[config.mk]
export PLATFORM = sky130hd
export DESIGN_NAME = blvl_level
export DESIGN_NICKNAME = d
export VERILOG_FILES = /design/src/rtl/core/blvl_pkg.sv /design/src/rtl/core/blvl_level.sv
export SDC_FILE = /design/constraint.sdc
export NUM_CORES = 1
export LEC_CHECK = 0
export ABC_AREA = 0
export BUFFER_PORTS_ARGS = -buffer_cell sky130_fd_sc_hd__buf_2
export CORE_UTILIZATION = 55
export CTS_BUF_LIST = sky130_fd_sc_hd__clkbuf_4 sky130_fd_sc_hd__clkbuf_8
export CTS_CLUSTER_DIAMETER = 50
export CTS_CLUSTER_SIZE = 14
export DETAILED_ROUTE_END_ITERATION = 10
export PLACE_DENSITY = 0.72
export REMOVE_ABC_BUFFERS = 1
export SLEW_MARGIN = 30
export SYNTH_ARGS = -nofsm -noshare
export SYNTH_HDL_FRONTEND = slang
export SYNTH_SLANG_ARGS = --single-unit
[constraint.sdc]
create_clock -name clk -period 6.9 [get_ports clk]
set_input_delay 0.69 -clock clk [delete_from_list [all_inputs] [get_ports clk]]
set_output_delay 0.69 -clock clk [all_outputs]
set_load 0.005 [all_outputs]
[src/rtl/core/blvl_pkg.sv]
// ----------------------------------------------------------------------------
// blvl_pkg
// Shared widths, register codes, config struct and level table lookup.
// ----------------------------------------------------------------------------
`default_nettype none

package blvl_pkg;

	// Field widths
	localparam int RAW_W      = 16;
	localparam int MV_W       = 16;
	localparam int PCT_W      = 7;
	localparam int REF_W      = 13;
	localparam int GAIN_W     = 3;
	localparam int RES_W      = 5;
	localparam int OHM_W      = 24;
	localparam int CFG_IDX_W  = 3;
	localparam int CFG_DATA_W = 24;

	// Datapath widths
	localparam int P1_W  = RAW_W - 1 + REF_W;   // clamped raw times reference
	localparam int P2_W  = P1_W + GAIN_W;       // times inverse gain
	localparam int NUM_W = P2_W + OHM_W;        // divider numerator
	localparam int REM_W = OHM_W + MV_W;        // numerator when quotient fits

	// Divider pipeline: quotient bits resolved per stage
	localparam int DIV_STEPS_PER_STAGE = 2;
	localparam int DIV_STAGES          = MV_W / DIV_STEPS_PER_STAGE;

	// Register indexes
	localparam logic [CFG_IDX_W-1:0] REG_REF_MV   = 3'd0;
	localparam logic [CFG_IDX_W-1:0] REG_GAIN_INV = 3'd1;
	localparam logic [CFG_IDX_W-1:0] REG_RES_BITS = 3'd2;
	localparam logic [CFG_IDX_W-1:0] REG_DIV_EN   = 3'd3;
	localparam logic [CFG_IDX_W-1:0] REG_FULL_RES = 3'd4;
	localparam logic [CFG_IDX_W-1:0] REG_TAP_RES  = 3'd5;

	// Reset values
	localparam logic [REF_W-1:0]  RST_REF_MV   = 13'd600;
	localparam logic [GAIN_W-1:0] RST_GAIN_INV = 3'd6;
	localparam logic [RES_W-1:0]  RST_RES_BITS = 5'd14;
	localparam logic              RST_DIV_EN   = 1'b0;
	localparam logic [OHM_W-1:0]  RST_FULL_RES = 24'd1;
	localparam logic [OHM_W-1:0]  RST_TAP_RES  = 24'd1;

	typedef struct packed {
		logic [REF_W-1:0]  ref_mv;
		logic [GAIN_W-1:0] gain_inv;
		logic [RES_W-1:0]  res_bits;
		logic              div_en;
		logic [OHM_W-1:0]  full_res;
		logic [OHM_W-1:0]  tap_res;
	} cfg_t;

	// Interpolation widths
	localparam int D_W          = 9;    // mv offset into a segment, below 425
	localparam int SLOPE_W      = 5;    // percent span of a segment
	localparam int PROD_W       = 13;   // span times offset, below 6500
	localparam int RECIP_W      = 10;
	localparam int RECIP_SHIFT  = 16;
	localparam int RP_W         = PROD_W + RECIP_W;
	localparam int QEST_W       = 7;
	localparam int QD_W         = QEST_W + D_W;
	localparam int RECIP_ONE    = 1 << RECIP_SHIFT;

	// Segment lengths in mV and their fixed-point reciprocals
	localparam int SEG_A_DEN = 150;   // 3850..3999
	localparam int SEG_B_DEN = 190;   // 3660..3849
	localparam int SEG_C_DEN = 110;   // 3550..3659
	localparam int SEG_D_DEN = 325;   // 3225..3549
	localparam int SEG_E_DEN = 425;   // 2800..3224
	localparam int SEG_A_RCP = RECIP_ONE / SEG_A_DEN;
	localparam int SEG_B_RCP = RECIP_ONE / SEG_B_DEN;
	localparam int SEG_C_RCP = RECIP_ONE / SEG_C_DEN;
	localparam int SEG_D_RCP = RECIP_ONE / SEG_D_DEN;
	localparam int SEG_E_RCP = RECIP_ONE / SEG_E_DEN;

	typedef struct packed {
		logic [MV_W-1:0]    base_mv;
		logic [PCT_W-1:0]   base_pct;
		logic [SLOPE_W-1:0] slope;
		logic [D_W-1:0]     den;
		logic [RECIP_W-1:0] recip;
	} seg_t;

	function automatic seg_t seg_make(input int base_mv, input int base_pct,
		input int slope, input int den, input int recip);
		seg_t s;
		s.base_mv  = MV_W'(base_mv);
		s.base_pct = PCT_W'(base_pct);
		s.slope    = SLOPE_W'(slope);
		s.den      = D_W'(den);
		s.recip    = RECIP_W'(recip);
		return s;
	endfunction

	// Pick the table segment for a saturated mV value; flat ends get slope 0
	function automatic seg_t level_seg(input logic [MV_W-1:0] mv);
		seg_t s;
		if (mv >= MV_W'(4000))
			s = seg_make(0, 100, 0, 1, 0);
		else if (mv >= MV_W'(3850))
			s = seg_make(3850, 80, 20, SEG_A_DEN, SEG_A_RCP);
		else if (mv >= MV_W'(3660))
			s = seg_make(3660, 50, 30, SEG_B_DEN, SEG_B_RCP);
		else if (mv >= MV_W'(3550))
			s = seg_make(3550, 30, 20, SEG_C_DEN, SEG_C_RCP);
		else if (mv >= MV_W'(3225))
			s = seg_make(3225, 10, 20, SEG_D_DEN, SEG_D_RCP);
		else if (mv >= MV_W'(2800))
			s = seg_make(2800, 0, 5, SEG_E_DEN, SEG_E_RCP);
		else
			s = seg_make(0, 0, 0, 1, 0);
		return s;
	endfunction

endpackage

`default_nettype wire

[src/rtl/core/blvl_level.sv]
// ----------------------------------------------------------------------------
// blvl_level
// Saturation and table interpolation in three stages; last stage is the
// output register.
// ----------------------------------------------------------------------------
`default_nettype none

module blvl_level (
	input  wire logic                      clk,
	input  wire logic                      arst_n,
	input  wire logic                      en,
	input  wire logic                      in_valid,
	input  wire logic                      in_sat,
	input  wire logic [blvl_pkg::MV_W-1:0] in_quot,
	output logic                           out_valid,
	output logic [blvl_pkg::MV_W-1:0]      out_mv,
	output logic [blvl_pkg::PCT_W-1:0]     out_pct
);
	import blvl_pkg::*;

	logic [MV_W-1:0]   mv;
	seg_t              seg;
	logic [D_W-1:0]    d;
	logic [RP_W-1:0]   rp;
	logic [PROD_W-1:0] qd;
	logic [PROD_W-1:0] rem;
	logic              bump;

	logic               v_s1, v_s2, v_s3;
	logic [MV_W-1:0]    mv_s1, mv_s2, mv_s3;
	logic [PROD_W-1:0]  p_s1, p_s2;
	logic [PCT_W-1:0]   pct_s1, pct_s2, pct_s3;
	logic [D_W-1:0]     den_s1, den_s2;
	logic [RECIP_W-1:0] recip_s1;
	logic [QEST_W-1:0]  qe_s2;

	assign mv   = in_sat ? '1 : in_quot;
	assign seg  = level_seg(mv);
	assign d    = D_W'(mv - seg.base_mv);
	// reciprocal estimate is exact or one low
	assign rp   = RP_W'(p_s1) * RP_W'(recip_s1);
	assign qd   = PROD_W'(QD_W'(qe_s2) * QD_W'(den_s2));
	assign rem  = p_s2 - qd;
	assign bump = rem >= PROD_W'(den_s2);

	always_ff @(posedge clk or negedge arst_n) begin
		if (!arst_n) begin
			v_s1 <= 1'b0;
			v_s2 <= 1'b0;
			v_s3 <= 1'b0;
		end else if (en) begin
			v_s1 <= in_valid;
			v_s2 <= v_s1;
			v_s3 <= v_s2;
		end
	end

	always_ff @(posedge clk) begin
		if (en) begin
			mv_s1    <= mv;
			p_s1     <= PROD_W'(PROD_W'(seg.slope) * PROD_W'(d));
			pct_s1   <= seg.base_pct;
			den_s1   <= seg.den;
			recip_s1 <= seg.recip;

			mv_s2    <= mv_s1;
			p_s2     <= p_s1;
			pct_s2   <= pct_s1;
			den_s2   <= den_s1;
			qe_s2    <= rp[RECIP_SHIFT +: QEST_W];

			mv_s3    <= mv_s2;
			pct_s3   <= pct_s2 + PCT_W'(qe_s2) + PCT_W'(bump);
		end
	end

	assign out_valid = v_s3;
	assign out_mv    = mv_s3;
	assign out_pct   = pct_s3;

endmodule

`default_nettype wire

* Word level (Yosys, flattened, before mapping)
Cells that the tools add are included.
W data, S select, Z words.
** Word-level totals
- Register bits after elaboration :: 133
** Cells by class
- Add/sub/neg operators :: 4
- Multiply operators :: 3
- Magnitude comparators :: 7
- Multiplexer cells :: 7
- Reductions and logical operators :: 4
** Operator list (count)
- $mux W40 :: 5
- $ge A16 B12 Y1 const B :: 6
- $mux W39 :: 1
- $mul A13 B10 Y23 :: 1
- $mux W16 :: 1
- $ge A13 B9 Y1 :: 1
- $mul A5 B9 Y13 :: 1
- $mul A7 B9 Y13 :: 1
- $sub A13 B13 Y13 :: 1
- $sub A9 B9 Y9 :: 1
- $add A7 B1 Y7 :: 1
- $add A7 B7 Y7 :: 1
- $reduce_or A5 Y1 :: 1
- $reduce_or A4 Y1 :: 1
- $reduce_or A3 Y1 :: 1
- $reduce_or A2 Y1 :: 1

* Logic depth before layout (Yosys ltp)
Gate-level depths: netlist (run 1).
- Depth after elaboration :: 10
- Mapped depth :: 27
- Gate-level depth less buffers :: 27

* Least setup slack after synthesis (run 1)
Ideal clock, no wire load.
- Kind :: input port to flip-flop
- Start point :: in in_sat
- End point :: reg p_s1[12] (data pin)
- Library setup time :: 0.258 ns
- Arrival :: 6.058 ns
- Required time :: 6.642 ns
- Setup slack :: 0.584 ns
- Cell stages on the path :: 24
- Buffers on the path :: 0
- Cell sequence :: or2_1 > or4_4 > a21oi_1 > and2_1 > inv_2 > nor2_1 > ha_1 > inv_1 > fa_1 > a21oi_1 > nor2b_1 > a311o_1 > xnor2_1 > nor2_1 > fa_1 > fa_1 > inv_1 > fa_1 > inv_1 > ha_1 > nor3_1 > o41ai_1 > xnor2_1 > xnor2_1
** On the way
- Longest elaborated chain between the ends :: 10
- Elaborated cells between the ends (all ways) :: 15
** RTL lines
- from (decl) :: RTL line blvl_level.sv:13 : input wire logic in_sat,
- $mux W16 * :: RTL line blvl_level.sv:37 : assign mv = in_sat ? '1 : in_quot;
- $ge A16 B12 Y1 :: RTL line blvl_pkg.sv:110 : else if (mv >= MV_W'(2800))
- $mux W39 :: RTL line blvl_pkg.sv:110
- $mux W40 :: RTL line blvl_pkg.sv:108 : else if (mv >= MV_W'(3225))
- $mux W40 :: RTL line blvl_pkg.sv:106 : else if (mv >= MV_W'(3550))
- $mux W40 :: RTL line blvl_pkg.sv:104 : else if (mv >= MV_W'(3660))
- $mux W40 :: RTL line blvl_pkg.sv:102 : else if (mv >= MV_W'(3850))
- $mux W40 :: RTL line blvl_pkg.sv:100 : if (mv >= MV_W'(4000))
- $sub A9 B9 Y9 :: RTL line blvl_level.sv:39 : assign d = D_W'(mv - seg.base_mv);
- $mul A5 B9 Y13 * :: RTL line blvl_level.sv:61 : p_s1 <= PROD_W'(PROD_W'(seg.slope) * PROD_W'(d));
- to (signal assigned) :: RTL line blvl_level.sv:61
- to (decl) :: RTL line blvl_level.sv:31 : logic [PROD_W-1:0] p_s1, p_s2;
Mark *: on every way between the ends. The rest lies on a longest branch, timed or not.
A chain may end at the register's enable or synchronous reset.

* Worst setup path after layout (run 1)
- Start point :: reg qe_s2[5]
- End point :: reg pct_s3[6], in the netlist out_pct[6] (data pin)
** On the way
- Longest elaborated chain between the ends :: 4
- Elaborated cells between the ends (all ways) :: 5
** RTL lines
- from (decl) :: RTL line blvl_level.sv:35 : logic [QEST_W-1:0] qe_s2;
- from (signal assigned) :: RTL line blvl_level.sv:70 : qe_s2 <= rp[RECIP_SHIFT +: QEST_W];
- $mul A7 B9 Y13 :: RTL line blvl_level.sv:42 : assign qd = PROD_W'(QD_W'(qe_s2) * QD_W'(den_s2));
- $sub A13 B13 Y13 :: RTL line blvl_level.sv:43 : assign rem = p_s2 - qd;
- $ge A13 B9 Y1 :: RTL line blvl_level.sv:44 : assign bump = rem >= PROD_W'(den_s2);
- $add A7 B1 Y7 * :: RTL line blvl_level.sv:73 : pct_s3 <= pct_s2 + PCT_W'(qe_s2) + PCT_W'(bump);
- to (signal assigned) :: RTL line blvl_level.sv:73
- to (decl) :: RTL line blvl_level.sv:32 : logic [PCT_W-1:0] pct_s1, pct_s2, pct_s3;
Marks and branches as above.

==> results_dict.tcl, run 1 <==
set metrics [dict create \
    status "finished, final reports clean" \
    detail_route.wl_per_cell_um 16.4 \
    startpoint_type "flip-flop" \
    syn_area_per_cell_um2 10.9 \
    worst-path-max-fanout 8 \
    hold_viol 0 \
    start_util_pct 56.3 \
    synth_top_area_share_pct 30.0 \
    fin_worst_skew_ps 15.3 \
    synth_area_um2 11800 \
    place.gp.congestion 0.861 \
    rsz0062_at_grt "false" \
    final.fill_count 1749 \
    slew_viol_final 0 \
    firstDrtPassIters 4 \
    yosysTopAreaCell "edfxtp_1" \
    cpPeakStageDelay_ps 540 \
    crit_path_frequent_cell "fa_1" \
    netlist_top_cells_count "inv_1, fa_1, ha_1" \
    yosysWarningCount 0 \
    end_kind "flip-flop" \
    use_met1_pct 31.8 \
    power.leakage_uw 0.00599 \
    cts_buffers 17 \
    row_count 53 \
    routed_wl_um 23500 \
    worst_pin_slew_ps 920 \
    dieHeight_um 149 \
    yosysSeqAreaShare_pct 30.6 \
    synth_edf_count 118 \
    vias 7788 \
    grt_start_max_net_pins 76 \
    dp_hpwl_um 18600 \
    dp_slack_ps 43.7 \
    antenna_found_initial 0 \
    r2r-start "qe_s2[5]$_DFFE_PP_" \
    synth_ff_type "edfxtp_1" \
    layout-area-overhead-vs-synth_pct 8.63 \
    syn_inst 1088 \
    vdd_drop_max_uv 491 \
    crit_required_ps 7070 \
    ys_ff_latch 121 \
    whs_ps 48.8 \
    io_pins 45 \
    rr_endpoint "out_pct[6]$_DFFE_PP_" \
    reg2reg_depth 25 \
    critPathLaunch "qe_s2[5]$_DFFE_PP_" \
    root_buffer "clkbuf_8" \
    drc_errors 0 \
    setup_viol 0 \
    cp_data_arrival_time_ps 6680 \
    grt_use_total_pct 23.5 \
    maxSlewHeadroom_pct 38.6 \
    grt_pass1_vias 8299 \
    antennaDiodeCount 0 \
    vias_per_cell 5.41 \
    cp_slowest_cell "edfxtp_1" \
    nets 1449 \
    fin_crit_sh_pct 94.3 \
    grt_first_pass_wirelength_um 40200 \
    async_flop_share_pct 2.48 \
    drive_gt1_share_pct 10.7 \
    hold_class "in2async" \
    htree_num_levels 4 \
    cts_tree "done" \
    ys_types 58 \
    r2r_slack_ps 400 \
    clk_path_buf_depth 2 \
    powerDensity_nw_per_um2 504 \
    clk_pin_slew_ps 80 \
    final.setup.worst_slack_ps 396 \
    core_area_um2 21000 \
    drtIter0Drc 574 \
    cap_violations 0 \
    synthMostInstantiatedCell "inv_1" \
    fin_setup_tns_ps 0 \
    die_x_um 149 \
    ant_nets 0 \
    min_period_ps 6500 \
    total_power_uw 6470 \
    worstSkewPairLatency_ps 430 \
    grt_use_met2_pct 40.4 \
    io_buffer_count 44 \
    grt-busiest-layer "met2" \
    clock-sinks 121 \
    yosys-top-cells-area "edfxtp_1, fa_1, ha_1" \
    grt-ovfl-total 0 \
    die-area_um2 22100 \
    critical_path_class "reg2reg" \
    timing.fmax_mhz 154 \
    hold_buffers 0 \
    use_met3_pct 2.91 \
]
-- flip-flops by register name, indices dropped and copies added (netlist names), 4 cells and up --
| signal | cells |
|---|---|
| pct_s1 | 5 |
| pct_s2 | 4 |
| recip_s1 | 7 |
| p_s1 | 13 |
| p_s2 | 13 |
| qe_s2 | 7 |
| mv_s1 | 16 |
| out_mv | 16 |
| den_s2 | 8 |
| mv_s2 | 16 |
| out_pct | 7 |
| den_s1 | 6 |
-- power by group --
part / switching [uW] / total, uW / internal [uW] / leakage, uW
clock network: 293 / 620 / 327 / 0.000193
logic: 2610 / 4800 / 2190 / 0.00461
registers: 97.3 / 1050 / 953 / 0.00119
-- metal layers --
metal	share of wire, %	wire, um
met5	0	0
met4	1.2	286
met2	50	11700
met3	3.0	695
met1	46	10900
-- final cells by class --
| type | count | area, um^2 | share of cell area (%) |
|---|---|---|---|
| Clock buffer | 18 | 241 | 1.88 |
| Clock inverter | 14 | 150 | 1.17 |
| Inverter | 183 | 687 | 5.35 |
| Multi-Input combinational cell | 769 | 7470 | 58.1 |
| Sequential cell | 121 | 3620 | 28.2 |
| Tap cell | 275 | 344 | 2.68 |
| Timing Repair Buffer | 59 | 335 | 2.61 |
-- per-stage QoR --
stage	std cells	instance area, um^2	util (%)
2_1_floorplan	1073	11800	-
3_3_place_gp	1404	12400	59.1
3_5_place_dp	1404	12400	59.1
4_1_cts	1436	12800	61.0
5_1_grt	1439	12800	61.1
6_report	1439	12800	61.1
-- how the worst max path moves through the flow --
stage	endpoint	slack, ps
after global routing	out_pct[6]$_DFFE_PP_	6
final	out_pct[6]$_DFFE_PP_	400
after global placement	p_s1[12]$_DFFE_PP_	230
after detailed placement	p_s1[12]$_DFFE_PP_	40
after floorplan	p_s1[12]$_DFFE_PP_	580
after CTS	out_pct[6]$_DFFE_PP_	350
-- worst max-delay path, delay by kind of cell, from the launching register on --
kind                     cells  cell delay, ps
adder cells (fa/ha/maj)      8            3250
XOR/XNOR                     2             230
buffers and inverters        1              60
AO/OA/AOI/OAI                8            1320
flip-flops                   1             540
AND/OR/NAND/NOR              6             830
-- cells in the final DEF, fill, tap and decap left out, types with 4 or more instances in the layout --
master / n
inv_1: 180
nand3_1: 13
and2_1: 97
ha_1: 127
buf_2: 43
edfxtp_1: 118
buf_4: 16
nand2b_1: 6
xor2_1: 11
nor2_1: 61
a21o_1: 14
fa_1: 150
nor3_1: 8
o21a_1: 5
xnor2_1: 36
o21ai_1: 8
nand2_1: 96
a211oi_1: 5
a21oi_1: 23
nor2b_1: 8
or2_1: 6
or2_2: 16
a31oi_1: 4
o21ai_0: 18
nand4_1: 5
clkbuf_8: 17
-- cells by family (layout without fill, tap and decap cells) --
kind of cell	Yosys count	count (layout)	share of synthesized area [%]
DFF	121	121	30.6
muxes	3	3	0.286
buffers and inverters	198	274	6.29
and+or+nand+nor	332	332	14.3
xor gates and xnor gates	47	47	3.48
AOI/OAI and AO/OA	110	110	6.17
adders and majority gates	277	277	38.8
-- repair_timing --
item	in CTS	in global routing
buffers inserted	0	3
resized for setup	0	1
endpoints found under the setup margin	0	2
Power figures use the tool's default switching activity.
==> inputs of run 2 (changes only) <==
--- a/config.mk
+++ b/config.mk
@@ -7,12 +7,14 @@
 export LEC_CHECK = 0
 export ABC_AREA = 0
 export BUFFER_PORTS_ARGS = -buffer_cell sky130_fd_sc_hd__buf_2
-export CORE_UTILIZATION = 55
+export CELL_PAD_IN_SITES_DETAIL_PLACEMENT = 0
+export CELL_PAD_IN_SITES_GLOBAL_PLACEMENT = 1
+export CORE_UTILIZATION = 53
 export CTS_BUF_LIST = sky130_fd_sc_hd__clkbuf_4 sky130_fd_sc_hd__clkbuf_8
 export CTS_CLUSTER_DIAMETER = 50
 export CTS_CLUSTER_SIZE = 14
 export DETAILED_ROUTE_END_ITERATION = 10
-export PLACE_DENSITY = 0.72
+export PLACE_DENSITY_LB_ADDON = 0.1
 export REMOVE_ABC_BUFFERS = 1
 export SLEW_MARGIN = 30
 export SYNTH_ARGS = -nofsm -noshare
==> run 2 against run 1 <==
  * Clock skew fell by 1.4 ps
  * Sequential share of layout area decreased by 0.079 points
  * Non-clock buffer count is 5 higher
  * Die area up 3.7%
  * Combinational power down 0.8%
==> results_dict.tcl, run 2 (synthesized netlist as in run 1, its figures left out) <==
set metrics [dict create \
    status "finished, final reports clean" \
    cp_top_family "adder cells" \
    min_period_ps 6530 \
    grt-ovfl-total 0 \
    rsz0062_at_grt "false" \
    die_x_um 151 \
    power.leakage_uw 0.00601 \
    finalInstanceArea_um2 12900 \
    slew_viol_final 0 \
    cp_data_arrival_time_ps 6720 \
    ant_nets 0 \
    final.fill_count 1856 \
    hold_depth 0 \
    grt_start_max_net_pins 63 \
    hold_viol 0 \
    dieHeight_um 151 \
    drc_errors 0 \
    dp_hpwl_um 18500 \
    core_area_um2 21800 \
    firstDrtPassIters 4 \
    powerDensity_nw_per_um2 499 \
    clock-sinks 121 \
    register_area_um2 3620 \
    critical_path_class "reg2reg" \
    io_pins 45 \
    r2r_slack_ps 370 \
    cpPeakStageDelay_ps 570 \
    place.gp.congestion 0.869 \
    vdd_drop_max_uv 573 \
    clk_path_buf_depth 2 \
    r2r-start "den_s2[2]$_DFFE_PP_" \
    min_to "mv_s2[11]$_DFFE_PP_" \
    clk_pin_slew_ps 80 \
    cap_violations 0 \
    timing.fmax_mhz 153 \
    crit_buf_inv 1 \
    layout_commonest_cell "inv_1" \
    mostFrequentLayoutCells "inv_1, fa_1, ha_1" \
    grt_pass1_vias 8034 \
    end_kind "flip-flop" \
    rr_endpoint "out_pct[6]$_DFFE_PP_" \
    root_buffer "clkbuf_8" \
    worst-path-max-fanout 8 \
    drtIter0Drc 286 \
    htree_num_levels 4 \
    crit_required_ps 7090 \
    vias_per_cell 5.29 \
    reg2reg_depth 25 \
    fin_crit_sh_pct 94.6 \
    die-area_um2 22900 \
    cts_tree "done" \
    maxSlewHeadroom_pct 46.3 \
    routed_wl_um 23700 \
    layout-area-overhead-vs-synth_pct 8.94 \
    antenna_found_initial 0 \
    worst_pin_slew_ps 806 \
    grt_use_total_pct 22.9 \
    worstHoldStart "mv_s1[11]$_DFFE_PP_" \
    worstSkewPairLatency_ps 440 \
    cp_slowest_cell "edfxtp_1" \
    fin_setup_tns_ps 0 \
    placed_cell_area_um2 12500 \
    nets 1454 \
    hold_class "reg2reg" \
    cts_buffers 17 \
    row_count 54 \
    grt_first_pass_wirelength_um 39300 \
    drive_gt1_share_pct 10.8 \
    startpoint_type "flip-flop" \
    fin_worst_skew_ps 13.9 \
    antennaDiodeCount 0 \
    setup_viol 0 \
    detail_route.wl_per_cell_um 16.4 \
    start_util_pct 54.2 \
    multi_input_area_um2 7460 \
    vias 7665 \
    crit_path_frequent_cell "fa_1" \
    io_buffer_count 44 \
]
-- run 2: cell count changes in the layout (fill, tap and decap cells not counted) --
cell	before	now
a31oi_1	4	5
a31oi_2	1	0
buf_4	16	20
bufinv_16	2	1
clkbuf_4	1	0
clkinv_1	0	1
clkinv_2	3	0
clkinv_4	3	1
dlygate4sd3_1	0	1
inv_6	3	5
inv_8	0	4
-- run 2: repair_timing --
| item | 4_1_cts | 5_1_grt |
|---|---|---|
| setup endpoints to repair | 0 | 1 |
| hold buffers | 1 | 0 |
| resized for setup | 0 | 0 |
| setup buffers | 0 | 4 |
| endpoints found under the hold margin | 3 | 0 |
-- run 2: cell type report --
class | count | area share, %
inverters | 183 | 5.33
clock buffers | 17 | 1.82
flip-flops and latches | 121 | 28.1
well taps | 280 | 2.72
clock inverters | 15 | 1.19
repair buffers | 64 | 2.91
multi-input cells | 769 | 57.9
-- run 2: per-stage QoR --
step | utilization, % | std cells | hold WS (ps) | setup slack, ps | total power [uW]
2_1_floorplan | - | 1073 | 394 | 583 | 4790
3_3_place_gp | 57.1 | 1412 | 401 | 212 | 5740
3_5_place_dp | 57.1 | 1412 | 405 | 81.7 | 5840
4_1_cts | 58.9 | 1445 | 417 | 319 | 6510
5_1_grt | 59.0 | 1449 | 423 | 13.6 | 7220
6_report | 59.0 | 1449 | 420 | 370 | 6430
-- run 2: power breakdown --
group          internal [uW]  total (uW)  switching, uW
Combinational           2190        4760           2570
Sequential               952        1040           88.4
Clock                    298         629            330
-- run 2: per-layer routing --
| layer | share of wire, % | wire [um] | track usage, % | vias up |
|---|---|---|---|---|
| met5 | 0 | 0 | 0 | - |
| met4 | 1.9 | 459 | 7.05 | 0 |
| met3 | 3.5 | 830 | 3.34 | 33 |
| met2 | 50 | 11900 | 40.0 | 141 |
| met1 | 45 | 10500 | 29.3 | 3795 |
| li1 | - | - | - | 3696 |
-- run 2: worst max-delay path by stage --
stage,startpoint,endpoint,slack (ps),cells after the start
after floorplan,in_sat,p_s1[12]$_DFFE_PP_,580,24
after global placement,in_sat,p_s1[12]$_DFFE_PP_,210,25
after detailed placement,in_sat,p_s1[12]$_DFFE_PP_,80,27
after CTS,qe_s2[1]$_DFFE_PP_,out_pct[6]$_DFFE_PP_,320,26
after global routing,den_s2[5]$_DFFE_PP_,out_pct[6]$_DFFE_PP_,10,26
final,den_s2[2]$_DFFE_PP_,out_pct[6]$_DFFE_PP_,370,25
